===== src/sv/bcpe_pkg.sv =====
`timescale 1ns / 1ps
package bcpe_pkg;

  localparam int BLOCK_BYTES = 16;
  localparam int IDX_W       = $clog2(BLOCK_BYTES);
  localparam int CNT_W       = $clog2(BLOCK_BYTES + 1);
  localparam int BLK_W       = 8 * BLOCK_BYTES;
  localparam int HALF_W      = BLK_W / 2;
  localparam int OUT_DEPTH   = 4;

  localparam logic [IDX_W-1:0] LAST_IDX = IDX_W'(BLOCK_BYTES - 1);
  localparam logic [CNT_W-1:0] FULL_CNT = CNT_W'(BLOCK_BYTES);

  typedef enum logic [1:0] {
    PAD_PKCS7 = 2'd0,
    PAD_ZERO  = 2'd1,
    PAD_X923  = 2'd2,
    PAD_BAD   = 2'd3
  } pad_mode_e;

  typedef enum logic {
    DIR_ADD    = 1'b0,
    DIR_REMOVE = 1'b1
  } dir_e;

  typedef enum logic {
    REG_PAD_MODE  = 1'b0,
    REG_DIRECTION = 1'b1
  } reg_idx_e;

  typedef struct packed {
    logic [7:0] add_byte;
    logic [7:0] strip_byte;
    logic       ok;
    logic       nz;
  } lane_flags_t;

  typedef struct packed {
    logic [BLK_W-1:0] blk;
    logic [CNT_W-1:0] count;
    logic             last;
    logic             err;
  } res_t;

  typedef struct packed {
    logic load;
    logic clr;
  } held_ctrl_t;

endpackage


===== src/sv/block_cipher_padding_engine_core.sv =====
`timescale 1ns / 1ps
// Block padding engine: PKCS#7, zero fill or ANSI X.923 on 16-byte blocks.
// Input channel (in_valid_i/in_ready_o) carries one block, its byte count and
// a last mark. Output channel (out_valid_o/out_ready_i) carries result blocks
// with a count, a last mark and an error flag. Configuration is a plain write
// port (cfg_we_i, cfg_addr_i, cfg_wdata_i): index 0 pad mode, 1 direction;
// write only while no item is in flight.
// Sixteen byte lanes evaluate one block in parallel and a merge stage forms up
// to two results, which enter an output queue of OUT_DEPTH entries in the
// accept cycle. When the queue is empty, out_valid_o rises in the cycle after
// accept. One item is accepted per cycle while the queue has two free entries;
// a full last block in add mode yields two results. In remove mode each full
// block that is not last is held back until the next arrives.
// Reset clears the queue, the held block and both registers (PKCS#7, add).
// When the receiver stalls the queue fills and in_ready_o drops; nothing is
// lost and results leave in order.
module block_cipher_padding_engine_core
  import bcpe_pkg::*;
#(
  parameter int OutDepth = OUT_DEPTH
) (
  input  logic              clk_i,
  input  logic              rst_ni,
  input  logic              cfg_we_i,
  input  logic              cfg_addr_i,
  input  logic [1:0]        cfg_wdata_i,
  input  logic              in_valid_i,
  output logic              in_ready_o,
  input  logic [HALF_W-1:0] block_lo_i,
  input  logic [HALF_W-1:0] block_hi_i,
  input  logic [CNT_W-1:0]  byte_count_i,
  input  logic              last_i,
  output logic              out_valid_o,
  input  logic              out_ready_i,
  output logic [HALF_W-1:0] out_lo_o,
  output logic [HALF_W-1:0] out_hi_o,
  output logic [CNT_W-1:0]  out_count_o,
  output logic              out_last_o,
  output logic              pad_error_o
);

  pad_mode_e        mode_q;
  dir_e             dir_q;
  logic [BLK_W-1:0] held_q;
  logic             held_valid_q, held_valid_d;
  logic [BLK_W-1:0] blk;
  lane_flags_t      lanes [BLOCK_BYTES];
  logic [1:0]       n_res;
  logic [1:0]       push_n;
  res_t             res0, res1, head;
  held_ctrl_t       held_ctrl;
  logic             accept;

  assign blk    = {block_hi_i, block_lo_i};
  assign accept = in_valid_i && in_ready_o;
  assign push_n = accept ? n_res : 2'd0;

  for (genvar g = 0; g < BLOCK_BYTES; g++) begin : g_lane
    bcpe_lane u_lane (
      .data_i    (blk[8*g +: 8]),
      .idx_i     (IDX_W'(g)),
      .count_i   (byte_count_i),
      .mode_i    (mode_q),
      .pad_val_i (blk[BLK_W-1 -: 8]),
      .flags_o   (lanes[g])
    );
  end

  bcpe_merge u_merge (
    .blk_i        (blk),
    .count_i      (byte_count_i),
    .last_i       (last_i),
    .mode_i       (mode_q),
    .dir_i        (dir_q),
    .held_valid_i (held_valid_q),
    .held_blk_i   (held_q),
    .lanes_i      (lanes),
    .n_res_o      (n_res),
    .res0_o       (res0),
    .res1_o       (res1),
    .held_o       (held_ctrl)
  );

  bcpe_ofifo #(
    .Depth (OutDepth)
  ) u_ofifo (
    .clk_i    (clk_i),
    .rst_ni   (rst_ni),
    .push_n_i (push_n),
    .push0_i  (res0),
    .push1_i  (res1),
    .room2_o  (in_ready_o),
    .valid_o  (out_valid_o),
    .ready_i  (out_ready_i),
    .head_o   (head)
  );

  assign out_lo_o    = head.blk[HALF_W-1:0];
  assign out_hi_o    = head.blk[BLK_W-1:HALF_W];
  assign out_count_o = head.count;
  assign out_last_o  = head.last;
  assign pad_error_o = head.err;

  always_comb begin
    held_valid_d = held_valid_q;
    if (accept && held_ctrl.load) begin
      held_valid_d = 1'b1;
    end else if (accept && held_ctrl.clr && dir_q == DIR_REMOVE) begin
      held_valid_d = 1'b0;
    end else if (accept && held_ctrl.clr && n_res != 2'd0) begin
      held_valid_d = 1'b0;
    end
  end

  always_ff @(posedge clk_i or negedge rst_ni) begin
    if (!rst_ni) begin
      mode_q       <= PAD_PKCS7;
      dir_q        <= DIR_ADD;
      held_valid_q <= 1'b0;
    end else begin
      held_valid_q <= held_valid_d;
      if (cfg_we_i && cfg_addr_i == REG_PAD_MODE) begin
        mode_q <= pad_mode_e'(cfg_wdata_i);
      end
      if (cfg_we_i && cfg_addr_i == REG_DIRECTION) begin
        dir_q <= dir_e'(cfg_wdata_i[0]);
      end
    end
  end

  always_ff @(posedge clk_i) begin
    if (accept && held_ctrl.load) begin
      held_q <= blk;
    end
  end

endmodule


===== src/sv/bcpe_lane.sv =====
`timescale 1ns / 1ps
module bcpe_lane
  import bcpe_pkg::*;
(
  input  logic [7:0]       data_i,
  input  logic [IDX_W-1:0] idx_i,
  input  logic [CNT_W-1:0] count_i,
  input  pad_mode_e        mode_i,
  input  logic [7:0]       pad_val_i,
  output lane_flags_t      flags_o
);

  logic [CNT_W-1:0] add_pv;
  logic             in_data;
  logic             in_pad;
  logic             byte_ok;

  always_comb begin
    add_pv  = FULL_CNT - count_i;
    in_data = {1'b0, idx_i} < count_i;
    in_pad  = (9'(idx_i) + 9'(pad_val_i)) >= 9'(BLOCK_BYTES);
    if (mode_i == PAD_PKCS7) begin
      byte_ok = data_i == pad_val_i;
    end else begin
      byte_ok = data_i == 8'h00;
    end

    if (in_data) begin
      flags_o.add_byte = data_i;
    end else if (mode_i == PAD_PKCS7 || (mode_i == PAD_X923 && idx_i == LAST_IDX)) begin
      flags_o.add_byte = 8'(add_pv);
    end else begin
      flags_o.add_byte = 8'h00;
    end

    flags_o.strip_byte = in_pad ? 8'h00 : data_i;
    flags_o.ok         = !in_pad || idx_i == LAST_IDX || byte_ok;
    flags_o.nz         = data_i != 8'h00;
  end

endmodule


===== src/sv/bcpe_merge.sv =====
`timescale 1ns / 1ps
module bcpe_merge
  import bcpe_pkg::*;
(
  input  logic [BLK_W-1:0]  blk_i,
  input  logic [CNT_W-1:0]  count_i,
  input  logic              last_i,
  input  pad_mode_e         mode_i,
  input  dir_e              dir_i,
  input  logic              held_valid_i,
  input  logic [BLK_W-1:0]  held_blk_i,
  input  lane_flags_t       lanes_i [BLOCK_BYTES],
  output logic [1:0]        n_res_o,
  output res_t              res0_o,
  output res_t              res1_o,
  output held_ctrl_t        held_o
);

  logic [BLK_W-1:0] add_blk;
  logic [BLK_W-1:0] strip_blk;
  logic [BLK_W-1:0] pad_blk;
  logic [CNT_W-1:0] zero_cnt;
  logic [7:0]       pv;
  logic             all_ok;
  logic             pv_ok;
  logic             chk_ok;
  res_t             err_res;
  res_t             pass_res;
  res_t             held_res;
  res_t             fin_res;

  always_comb begin
    zero_cnt = '0;
    all_ok   = 1'b1;
    for (int i = 0; i < BLOCK_BYTES; i++) begin
      add_blk[8*i +: 8]   = lanes_i[i].add_byte;
      strip_blk[8*i +: 8] = lanes_i[i].strip_byte;
      if (mode_i == PAD_PKCS7 || (mode_i == PAD_X923 && i == BLOCK_BYTES - 1)) begin
        pad_blk[8*i +: 8] = 8'(BLOCK_BYTES);
      end else begin
        pad_blk[8*i +: 8] = 8'h00;
      end
      if (lanes_i[i].nz) begin
        zero_cnt = CNT_W'(i + 1);
      end
      all_ok = all_ok & lanes_i[i].ok;
    end
    pv     = blk_i[BLK_W-1 -: 8];
    pv_ok  = pv != 8'h00 && pv <= 8'(BLOCK_BYTES);
    chk_ok = (mode_i == PAD_ZERO) || (pv_ok && all_ok);

    err_res  = '{blk: '0, count: '0, last: last_i, err: 1'b1};
    pass_res = '{blk: blk_i, count: FULL_CNT, last: 1'b0, err: 1'b0};
    held_res = '{blk: held_blk_i, count: FULL_CNT, last: 1'b0, err: 1'b0};
    if (mode_i == PAD_ZERO) begin
      fin_res = '{blk: blk_i, count: zero_cnt, last: 1'b1, err: 1'b0};
    end else begin
      fin_res = '{blk: strip_blk, count: FULL_CNT - CNT_W'(pv), last: 1'b1, err: 1'b0};
    end

    n_res_o = 2'd1;
    res0_o  = err_res;
    res1_o  = err_res;
    held_o  = '{load: 1'b0, clr: 1'b1};

    if (mode_i != PAD_BAD) begin
      if (dir_i == DIR_ADD) begin
        if (!last_i) begin
          if (count_i == FULL_CNT) begin
            res0_o = pass_res;
            held_o = '0;
          end
        end else if (count_i == FULL_CNT) begin
          n_res_o = 2'd2;
          res0_o  = pass_res;
          res1_o  = '{blk: pad_blk, count: FULL_CNT, last: 1'b1, err: 1'b0};
          held_o  = '0;
        end else if (count_i < FULL_CNT) begin
          res0_o = '{blk: add_blk, count: FULL_CNT, last: 1'b1, err: 1'b0};
          held_o = '0;
        end
      end else if (count_i == FULL_CNT) begin
        if (!last_i) begin
          n_res_o = held_valid_i ? 2'd1 : 2'd0;
          res0_o  = held_res;
          held_o  = '{load: 1'b1, clr: 1'b0};
        end else if (chk_ok) begin
          if (held_valid_i) begin
            n_res_o = 2'd2;
            res0_o  = held_res;
            res1_o  = fin_res;
          end else begin
            res0_o = fin_res;
          end
        end
      end
    end
  end

endmodule


===== src/sv/bcpe_ofifo.sv =====
`timescale 1ns / 1ps
module bcpe_ofifo
  import bcpe_pkg::*;
#(
  parameter int Depth = OUT_DEPTH
) (
  input  logic       clk_i,
  input  logic       rst_ni,
  input  logic [1:0] push_n_i,
  input  res_t       push0_i,
  input  res_t       push1_i,
  output logic       room2_o,
  output logic       valid_o,
  input  logic       ready_i,
  output res_t       head_o
);

  localparam int AW = (Depth > 1) ? $clog2(Depth) : 1;
  localparam int CW = $clog2(Depth + 1);

  res_t          mem_q [Depth];
  logic [AW-1:0] wptr_q, wptr_d, wptr1;
  logic [AW-1:0] rptr_q, rptr_d;
  logic [CW-1:0] cnt_q, cnt_d;
  logic          pop;

  function automatic logic [AW-1:0] inc(input logic [AW-1:0] p);
    return (p == AW'(Depth - 1)) ? '0 : p + AW'(1);
  endfunction

  always_comb begin
    pop     = valid_o && ready_i;
    wptr1   = inc(wptr_q);
    wptr_d  = wptr_q;
    if (push_n_i == 2'd1) begin
      wptr_d = wptr1;
    end else if (push_n_i == 2'd2) begin
      wptr_d = inc(wptr1);
    end
    rptr_d  = pop ? inc(rptr_q) : rptr_q;
    cnt_d   = cnt_q + CW'(push_n_i) - CW'(pop);
  end

  assign valid_o = cnt_q != '0;
  assign room2_o = cnt_q <= CW'(Depth - 2);
  assign head_o  = mem_q[rptr_q];

  always_ff @(posedge clk_i or negedge rst_ni) begin
    if (!rst_ni) begin
      wptr_q <= '0;
      rptr_q <= '0;
      cnt_q  <= '0;
    end else begin
      wptr_q <= wptr_d;
      rptr_q <= rptr_d;
      cnt_q  <= cnt_d;
    end
  end

  always_ff @(posedge clk_i) begin
    if (push_n_i != 2'd0) begin
      mem_q[wptr_q] <= push0_i;
    end
    if (push_n_i == 2'd2) begin
      mem_q[wptr1] <= push1_i;
    end
  end

endmodule

===== config.mk =====
export PLATFORM = sky130hd
export DESIGN_NAME = block_cipher_padding_engine_core
export DESIGN_NICKNAME = d
export VERILOG_FILES = /design/src/sv/bcpe_pkg.sv /design/src/sv/block_cipher_padding_engine_core.sv /design/src/sv/bcpe_lane.sv /design/src/sv/bcpe_merge.sv /design/src/sv/bcpe_ofifo.sv
export SDC_FILE = /design/constraint.sdc
export NUM_CORES = 2
export LEC_CHECK = 0
export BUFFER_PORTS_ARGS = -buffer_cell sky130_fd_sc_hd__buf_2
export CAP_MARGIN = 20
export CORE_ASPECT_RATIO = 0.6
export CORE_MARGIN = 1.5
export CORE_UTILIZATION = 50
export DETAILED_ROUTE_END_ITERATION = 16
export HOLD_SLACK_MARGIN = 0.12
export PLACE_DENSITY = 0.68
export RECOVER_POWER = 25
export SLEW_MARGIN = 20
export SYNTH_ARGS = -nofsm -noshare
export SYNTH_HDL_FRONTEND = slang
export SYNTH_HIERARCHICAL = 1
export SYNTH_SLANG_ARGS = --single-unit

===== constraint.sdc =====
create_clock -name clk_i -period 17.3 [get_ports clk_i]
set_input_delay 2.595 -clock clk_i [delete_from_list [all_inputs] [get_ports clk_i]]
set_output_delay 2.595 -clock clk_i [all_outputs]
set_load 0.03 [all_outputs]

After elaboration in Yosys (flattened, before gate mapping):

Memory sizes are Yosys's and may differ from the RTL's.
Index checks and enable logic that the tools add are counted.

* RAM bits: 540
* memories kept: 1
* output and inout port bits: 137
* memory bits (read-only): 0
* word-level logic and storage cells: 299
* bits in latches: 0
* register bits: 139

* reductions and logical operators: 79
* divide/modulo/power cells: 0
* bitwise gates (word level): 15
* add/subtract/negate cells: 22
* eq/ne operators: 24
* magnitude comparators: 35
* shifts and indexed selects: 0
* muxes and demuxes: 116
* multipliers: 0

Memory list
* u_ofifo.mem_q: depth 4, bits a word 135, read ports 1, clocked after Yosys merged registers in 0, write ports 2, line bcpe_ofifo.sv:21 `res_t mem_q [Depth];`

Operators by type and width (number)
* 135-bit two-way mux: 18
* 8-bit two-way mux: 32
* 9-bit by 5-bit >= comparator with 1-bit output, second input constant: 15
* 132-bit two-way mux: 1
* 8-bit nonzero test: 16
* 8-bit equality test: 15
* 8-bit zero test: 15
* 5-bit two-way mux: 19
* 4-bit by 8-bit adder with 9-bit output, first input constant: 8
* 4-bit by 5-bit less-than comparator with 1-bit output, first input constant: 8
* 2-bit two-way mux: 20
* 3-bit by 8-bit adder with 9-bit output, first input constant: 4
* 1-bit two-way mux: 26
* 3-bit by 5-bit less-than comparator with 1-bit output, first input constant: 4
* 2-bit by 8-bit adder with 9-bit output, first input constant: 2
* 1-bit logical OR: 17
* 1-bit zero test: 15
* 1-bit AND: 14
* 2-bit equality test, second input constant: 5
* 1-bit logical AND: 10
* 1-bit by 5-bit less-than comparator with 1-bit output, first input constant: 2
* 2-bit by 5-bit less-than comparator with 1-bit output, first input constant: 2
* 5-bit subtractor, first input constant: 2
* 1-bit by 8-bit adder with 9-bit output, first input constant: 1
* other kinds (14): 20

Longest topological paths before layout:

* depth after elaboration: 30
* mapped depth: 21

Cells and area by module:

The synthesis kept the hierarchy.

By module, submodules not included
* bcpe_ofifo: cells each 1362, instances 1, area each 26576.7 sq um
* bcpe_lane: cells each 70, instances 16, area each 559.3 sq um
* bcpe_merge: cells each 1140, instances 1, area each 7257.0 sq um
* block_cipher_padding_engine_core: cells each 145, instances 1, area each 4052.6 sq um

Least setup slack after synthesis:

OpenSTA, ideal clock, no wires.

* path kind: input-to-reg
* start point: input block_hi_i[56]
* end point: memory u_ofifo/mem_q[0][0] in the netlist's numbering (enable)
* data required time: 16484 ps
* buffers on the path: 1
* setup slack: 1297 ps
* setup time: 816 ps
* data arrival time: 15187 ps
* stages: 16
* cells stage by stage: ha_1 -> fa_1 -> and3_1 -> or2_2 -> a221oi_4 -> a311o_2 -> nand4bb_4 -> nor4_4 -> a31oi_2 -> clkbuf_1 -> o21ai_0 -> and3_1 -> and3_1 -> inv_1 -> ha_1 -> o21ai_0

RTL lines
* start, declared: line block_cipher_padding_engine_core.sv:30 `input logic [HALF_W-1:0] block_hi_i,`
* end, declared: line bcpe_ofifo.sv:21

==> flow_summary.html <==
<table>
<tr><th>Metric</th><th>Value</th></tr>
<tr><th colspan="2">Yosys</th></tr>
<tr><td>Count of flip-flops with a built-in enable after synthesis</td><td>668</td></tr>
<tr><td>Number of warnings reported in the yosys synthesis log</td><td>6</td></tr>
<tr><td>Simple-gate portion of the synthesized area</td><td>0.116</td></tr>
<tr><td>Share of Yosys cell area claimed by the top area cell type</td><td>0.428</td></tr>
<tr><td>Top area cells in the synthesized netlist</td><td>edfxtp_1, mux2_2, mux4_2</td></tr>
<tr><td>Yosys top cell by area</td><td>edfxtp_1</td></tr>
<tr><td>Arithmetic-cell share of the synthesized area counting full adders, half adders and majority gates</td><td>0.0455</td></tr>
<tr><td>Per-instance average area after synthesis</td><td>12.4 sq um</td></tr>
<tr><td>Compound-cell area share of the yosys netlist</td><td>0.0939</td></tr>
<tr><td>Count leader, synth</td><td>edfxtp_1</td></tr>
<tr><td>Share of synthesized area occupied by flip-flops and latches</td><td>0.434</td></tr>
<tr><td>Largest family of logic cells by synthesized area</td><td>multiplexers</td></tr>
<tr><td>Multiplexer fraction of the synthesized cell area</td><td>0.242</td></tr>
<tr><td>Ys async rst share</td><td>0.0162</td></tr>
<tr><td>Cell area after synthesis</td><td>46800 sq um</td></tr>
<tr><td>Count of cell types in the netlist</td><td>69</td></tr>
<tr><td>Post-Synthesis Cells</td><td>3767</td></tr>
<tr><td>Post-synthesis share of cell area spent on xor and xnor gates</td><td>0.0309</td></tr>
<tr><td>List of most frequent post-synthesis cells</td><td>edfxtp_1, mux2_2, nand2_1</td></tr>
<tr><td>Most used DFF post-synth</td><td>edfxtp_1</td></tr>
<tr><td>Register bit count reported by yosys</td><td>679</td></tr>
<tr><th colspan="2">Timing</th></tr>
<tr><td>Final max-slew violation count</td><td>846</td></tr>
<tr><td>Min Clock Period, post-route</td><td>12740 ps</td></tr>
<tr><td># setup viols final</td><td>0</td></tr>
<tr><td>Worst setup skew after layout</td><td>22.9 ps</td></tr>
<tr><td>Fin. Hold Viols</td><td>0</td></tr>
<tr><td>Slew at the pin with the worst max-slew slack</td><td>4790 ps</td></tr>
<tr><td>Relative slew slack</td><td>-2.20</td></tr>
<tr><td>Setup repair after global routing missed its margin</td><td>no</td></tr>
<tr><td>Highest Clock Rate</td><td>78.5 MHz</td></tr>
<tr><td>Crit path setup slack, layout</td><td>4560 ps</td></tr>
<tr><td>Final cycle utilization of the critical path</td><td>0.736</td></tr>
<tr><td>Final setup TNS</td><td>0 ps</td></tr>
<tr><th colspan="2">Routing</th></tr>
<tr><td>Detail-routed net length per standard cell</td><td>27.4 um</td></tr>
<tr><td>Final routed wirelength across all metal layers</td><td>149000 um</td></tr>
<tr><td>First drt pass iteration count</td><td>6</td></tr>
<tr><td>DRC Markers</td><td>0</td></tr>
<tr><td>Final ANT Viol Nets</td><td>0</td></tr>
<tr><td>Vias</td><td>34800</td></tr>
<tr><td>Starting DRT DRC Count</td><td>4307</td></tr>
<tr><td>Vias per Instance</td><td>6.38</td></tr>
<tr><th colspan="2">Floorplanning</th></tr>
<tr><td>Cell Rows</td><td>86</td></tr>
<tr><td>Die Footprint</td><td>95600 sq um</td></tr>
<tr><td>I/O pin cnt</td><td>279</td></tr>
<tr><td>Starting density of the core</td><td>0.507</td></tr>
<tr><td>Die extent in x</td><td>398 um</td></tr>
<tr><td>Chip Height</td><td>240 um</td></tr>
<tr><td>Core Region</td><td>92300 sq um</td></tr>
<tr><th colspan="2">Pwr</th></tr>
<tr><td>Relative contribution of the clock network to total power</td><td>0.265</td></tr>
<tr><td>Internal Pwr Total</td><td>3.75 mW</td></tr>
<tr><td>Sequential Power Share</td><td>0.358</td></tr>
<tr><td>Cell leakage power</td><td>19.3 nW</td></tr>
<tr><td>Logic gate share of total power</td><td>0.377</td></tr>
<tr><td>Max IR drop VDD</td><td>0.0808 mV</td></tr>
<tr><td>Net switching power</td><td>2.22 mW</td></tr>
<tr><td>Total power divided by cell area</td><td>115 nW/um^2</td></tr>
<tr><td>Switching portion of total power</td><td>0.372</td></tr>
<tr><th colspan="2">Cells and area</th></tr>
<tr><td>Util after Layout</td><td>0.562</td></tr>
<tr><td>Number of nets in the layout</td><td>4446</td></tr>
<tr><td>Synth-to-layout area growth</td><td>10.7%</td></tr>
<tr><td>Fraction of layout instances using a drive strength above 1</td><td>0.227</td></tr>
<tr><th colspan="2">Run status</th></tr>
<tr><td>Status</td><td>finished, violations left</td></tr>
<tr><td>Violated checks</td><td>capacitance limit, slew limit</td></tr>
<tr><th colspan="2">Setup path</th></tr>
<tr><td>Category of the worst setup path capture point</td><td>flop</td></tr>
<tr><td>Critical Path Max Stage Delay</td><td>2350 ps</td></tr>
<tr><td>Critical path class</td><td>input pin to flop</td></tr>
<tr><td>Most frequent CP cell</td><td>and3_1</td></tr>
<tr><td>Crit-path slowest cell</td><td>clkbuf_1</td></tr>
<tr><td>Required time of the critical path</td><td>17580 ps</td></tr>
<tr><td>Worst reg2reg setup slack</td><td>9430 ps</td></tr>
<tr><td>CP cell instances</td><td>buf_2 &gt; clkbuf_1 &gt; ha_1 &gt; and3_1 &gt; or2_2 &gt; a221oi_1 &gt; a311o_2 &gt; nand4_1 &gt; nor4_4 &gt; a31oi_4 &gt; o21ai_0 &gt; and3_1 &gt; a21oi_1 &gt; and3_1 &gt; inv_1 &gt; ha_1 &gt; nand2_8 &gt; o21ai_4 &gt; buf_4 &gt; buf_4</td></tr>
<tr><td>Critical-path maximum fanout</td><td>80</td></tr>
<tr><td>Worst setup SP type</td><td>input pin</td></tr>
<tr><td>Arrival time at the worst endpoint</td><td>13020 ps</td></tr>
<tr><th colspan="2">Flow run</th></tr>
<tr><td>Max cap viols</td><td>20</td></tr>
<tr><th colspan="2">Placed design</th></tr>
<tr><td>Post-placement setup slack</td><td>6460 ps</td></tr>
<tr><td>Placed wire-length estimate</td><td>91700 um</td></tr>
<tr><td>GPL Wtd Cong</td><td>0.863</td></tr>
<tr><td>Number of buffer cells added on primary ports</td><td>278</td></tr>
<tr><th colspan="2">GRT</th></tr>
<tr><td>Overall overflow remaining after global route</td><td>0</td></tr>
<tr><td>Global-route wire length before repair</td><td>222000 um</td></tr>
<tr><td>Vias in the first global route</td><td>33600</td></tr>
<tr><td>Global-route usage over all layers</td><td>0.309</td></tr>
<tr><td>Pin count of the biggest net entering global routing</td><td>160</td></tr>
<tr><td>Initial antenna violation count</td><td>28</td></tr>
<tr><th colspan="2">Clock tree</th></tr>
<tr><td># resized after CTS</td><td>0</td></tr>
<tr><td>Hold bufs inserted after CTS</td><td>0</td></tr>
<tr><td>Clock tree from TritonCTS</td><td>yes</td></tr>
<tr><td>Maximum root-to-sink buffer count</td><td>3</td></tr>
<tr><td>Clock insertion delay at the later pin of the skew report</td><td>680 ps</td></tr>
<tr><td>Root buffer selected by CTS</td><td>clkbuf_16</td></tr>
<tr><td>Post-CTS setup repair buffer count</td><td>0</td></tr>
<tr><td>Clock transition at the register clock pins on the worst setup and hold paths after CTS</td><td>60 ps</td></tr>
<tr><td>Number of H-tree branching levels</td><td>3</td></tr>
<tr><td>Number of clock sinks</td><td>679</td></tr>
<tr><td>Number of buffers created by CTS</td><td>70</td></tr>
<tr><th colspan="2">Min path</th></tr>
<tr><td>Class of the most critical hold timing path</td><td>flop to flop</td></tr>
</table>
==> worst max-delay path: cells and delay by family <==
| family | cells | cell delay [ps] |
|---|---|---|
| buf+inv | 5 | 4420 |
| fa+ha+maj | 2 | 1210 |
| compound gates | 6 | 2440 |
| simple gates | 7 | 2230 |
==> through the flow <==
| stage | power, mW | hold slack [ps] | area, sq um | std cells |
|---|---|---|---|---|
| 6_report | 5.97 | 589 | 51900 | 5453 |
| 5_1_grt | 6.19 | 592 | 51800 | 5451 |
| 4_1_cts | 5.96 | 594 | 52100 | 5428 |
| 3_5_place_dp | 4.38 | 579 | 49800 | 5302 |
| 3_3_place_gp | 4.36 | 576 | 49800 | 5302 |
| 2_1_floorplan | 3.75 | 534 | 47600 | 3973 |
==> sequential cells by signal (all words and copies together), names as in the netlist <==
| signal | flops |
|---|---|
| dir_q | 1 |
| u_ofifo/cnt_q | 3 |
| mode_q | 2 |
| u_ofifo/rptr_q | 2 |
| held_q | 128 |
| u_ofifo/mem_q | 540 |
| u_ofifo/wptr_q | 2 |
| held_valid_q | 1 |
==> final timing paths <==
path                                startpoint                    to  depth (start not counted)
min in group asynchronous               rst_ni          held_valid_q                          1
max in group asynchronous               rst_ni                 dir_q                          1
worst max register to register       mode_q[0]  u_ofifo/mem_q[3][64]                         17
worst max-delay path            block_hi_i[59]  u_ofifo/mem_q[3][64]                         20
worst min-delay path                 mode_q[1]             mode_q[1]                          1
worst min register to register       mode_q[1]             mode_q[1]                          1
==> layout make-up <==
class / instances / area (sq um)
clock inverters: 39 / 454
inverters: 117 / 442
multi-input cells: 2940 / 25600
flip-flops and latches: 679 / 20300
diodes: 23 / 57.6
well taps: 1232 / 1540
repair buffers: 336 / 1540
fillers: 7773 / 40500
clock buffers: 87 / 1850
==> kinds of logic (layout without fill, tap and decap cells) <==
| family | Yosys count | in the layout |
|---|---|---|
| AO/OA/AOI/OAI | 527 | 527 |
| XOR/XNOR | 165 | 165 |
| adder cells (fa/ha/maj) | 160 | 160 |
| buffers and inverters | 354 | 579 |
| flip-flops | 679 | 679 |
| multiplexers | 887 | 887 |
| other | 2 | 231 |
| AND/OR/NAND/NOR | 993 | 993 |
==> routing by layer <==
layer  up-vias  global-route usage  wire length [um]
met3       285              0.0727             16100
met4         4               0.102              4590
met5         -                   0                28
met1     17400               0.459             65200
li1      15200                   -                 -
met2      1934               0.442             63300
==> power groups by stage <==
stage	Combinational [mW]	Sequential [mW]	Clock (mW)
2_1_floorplan	1.57	2.19	0
3_3_place_gp	2.19	2.17	0
3_5_place_dp	2.20	2.17	0
4_1_cts	2.22	2.14	1.60
5_1_grt	2.38	2.15	1.66
6_report	2.25	2.14	1.58
==> layout by cell type (no fill, tap or decap), types with 17 or more instances in the layout <==
cell       synthesis  layout
ha_1             143     143
nor2_1           191     189
clkbuf_16          0      71
buf_4              8      39
nor3_1            23      22
a21oi_1           50      50
conb_1             2     208
diode_2            0      23
o21ai_0           41      37
edfxtp_1         668     668
clkbuf_1         118     247
or4_4             17      17
xnor2_1          101     101
nand2_1          308     306
and3_1            23      22
inv_1            116     116
mux4_2           135     135
mux2_1           156     157
or4_1             43      43
o211ai_1          85      85
nand4_1           34      34
fa_1              17      17
xor2_1            64      64
a221oi_1          85      86
nor4_1            51      52
and2_1           179     177
nand3_1           18      18
mux2i_1          158     158
buf_2             63      62
a31oi_1          128     127
a221o_1           42      42
nor2_4            34      36
mux2_2           437     437
(Power assumes the default switching activity.)
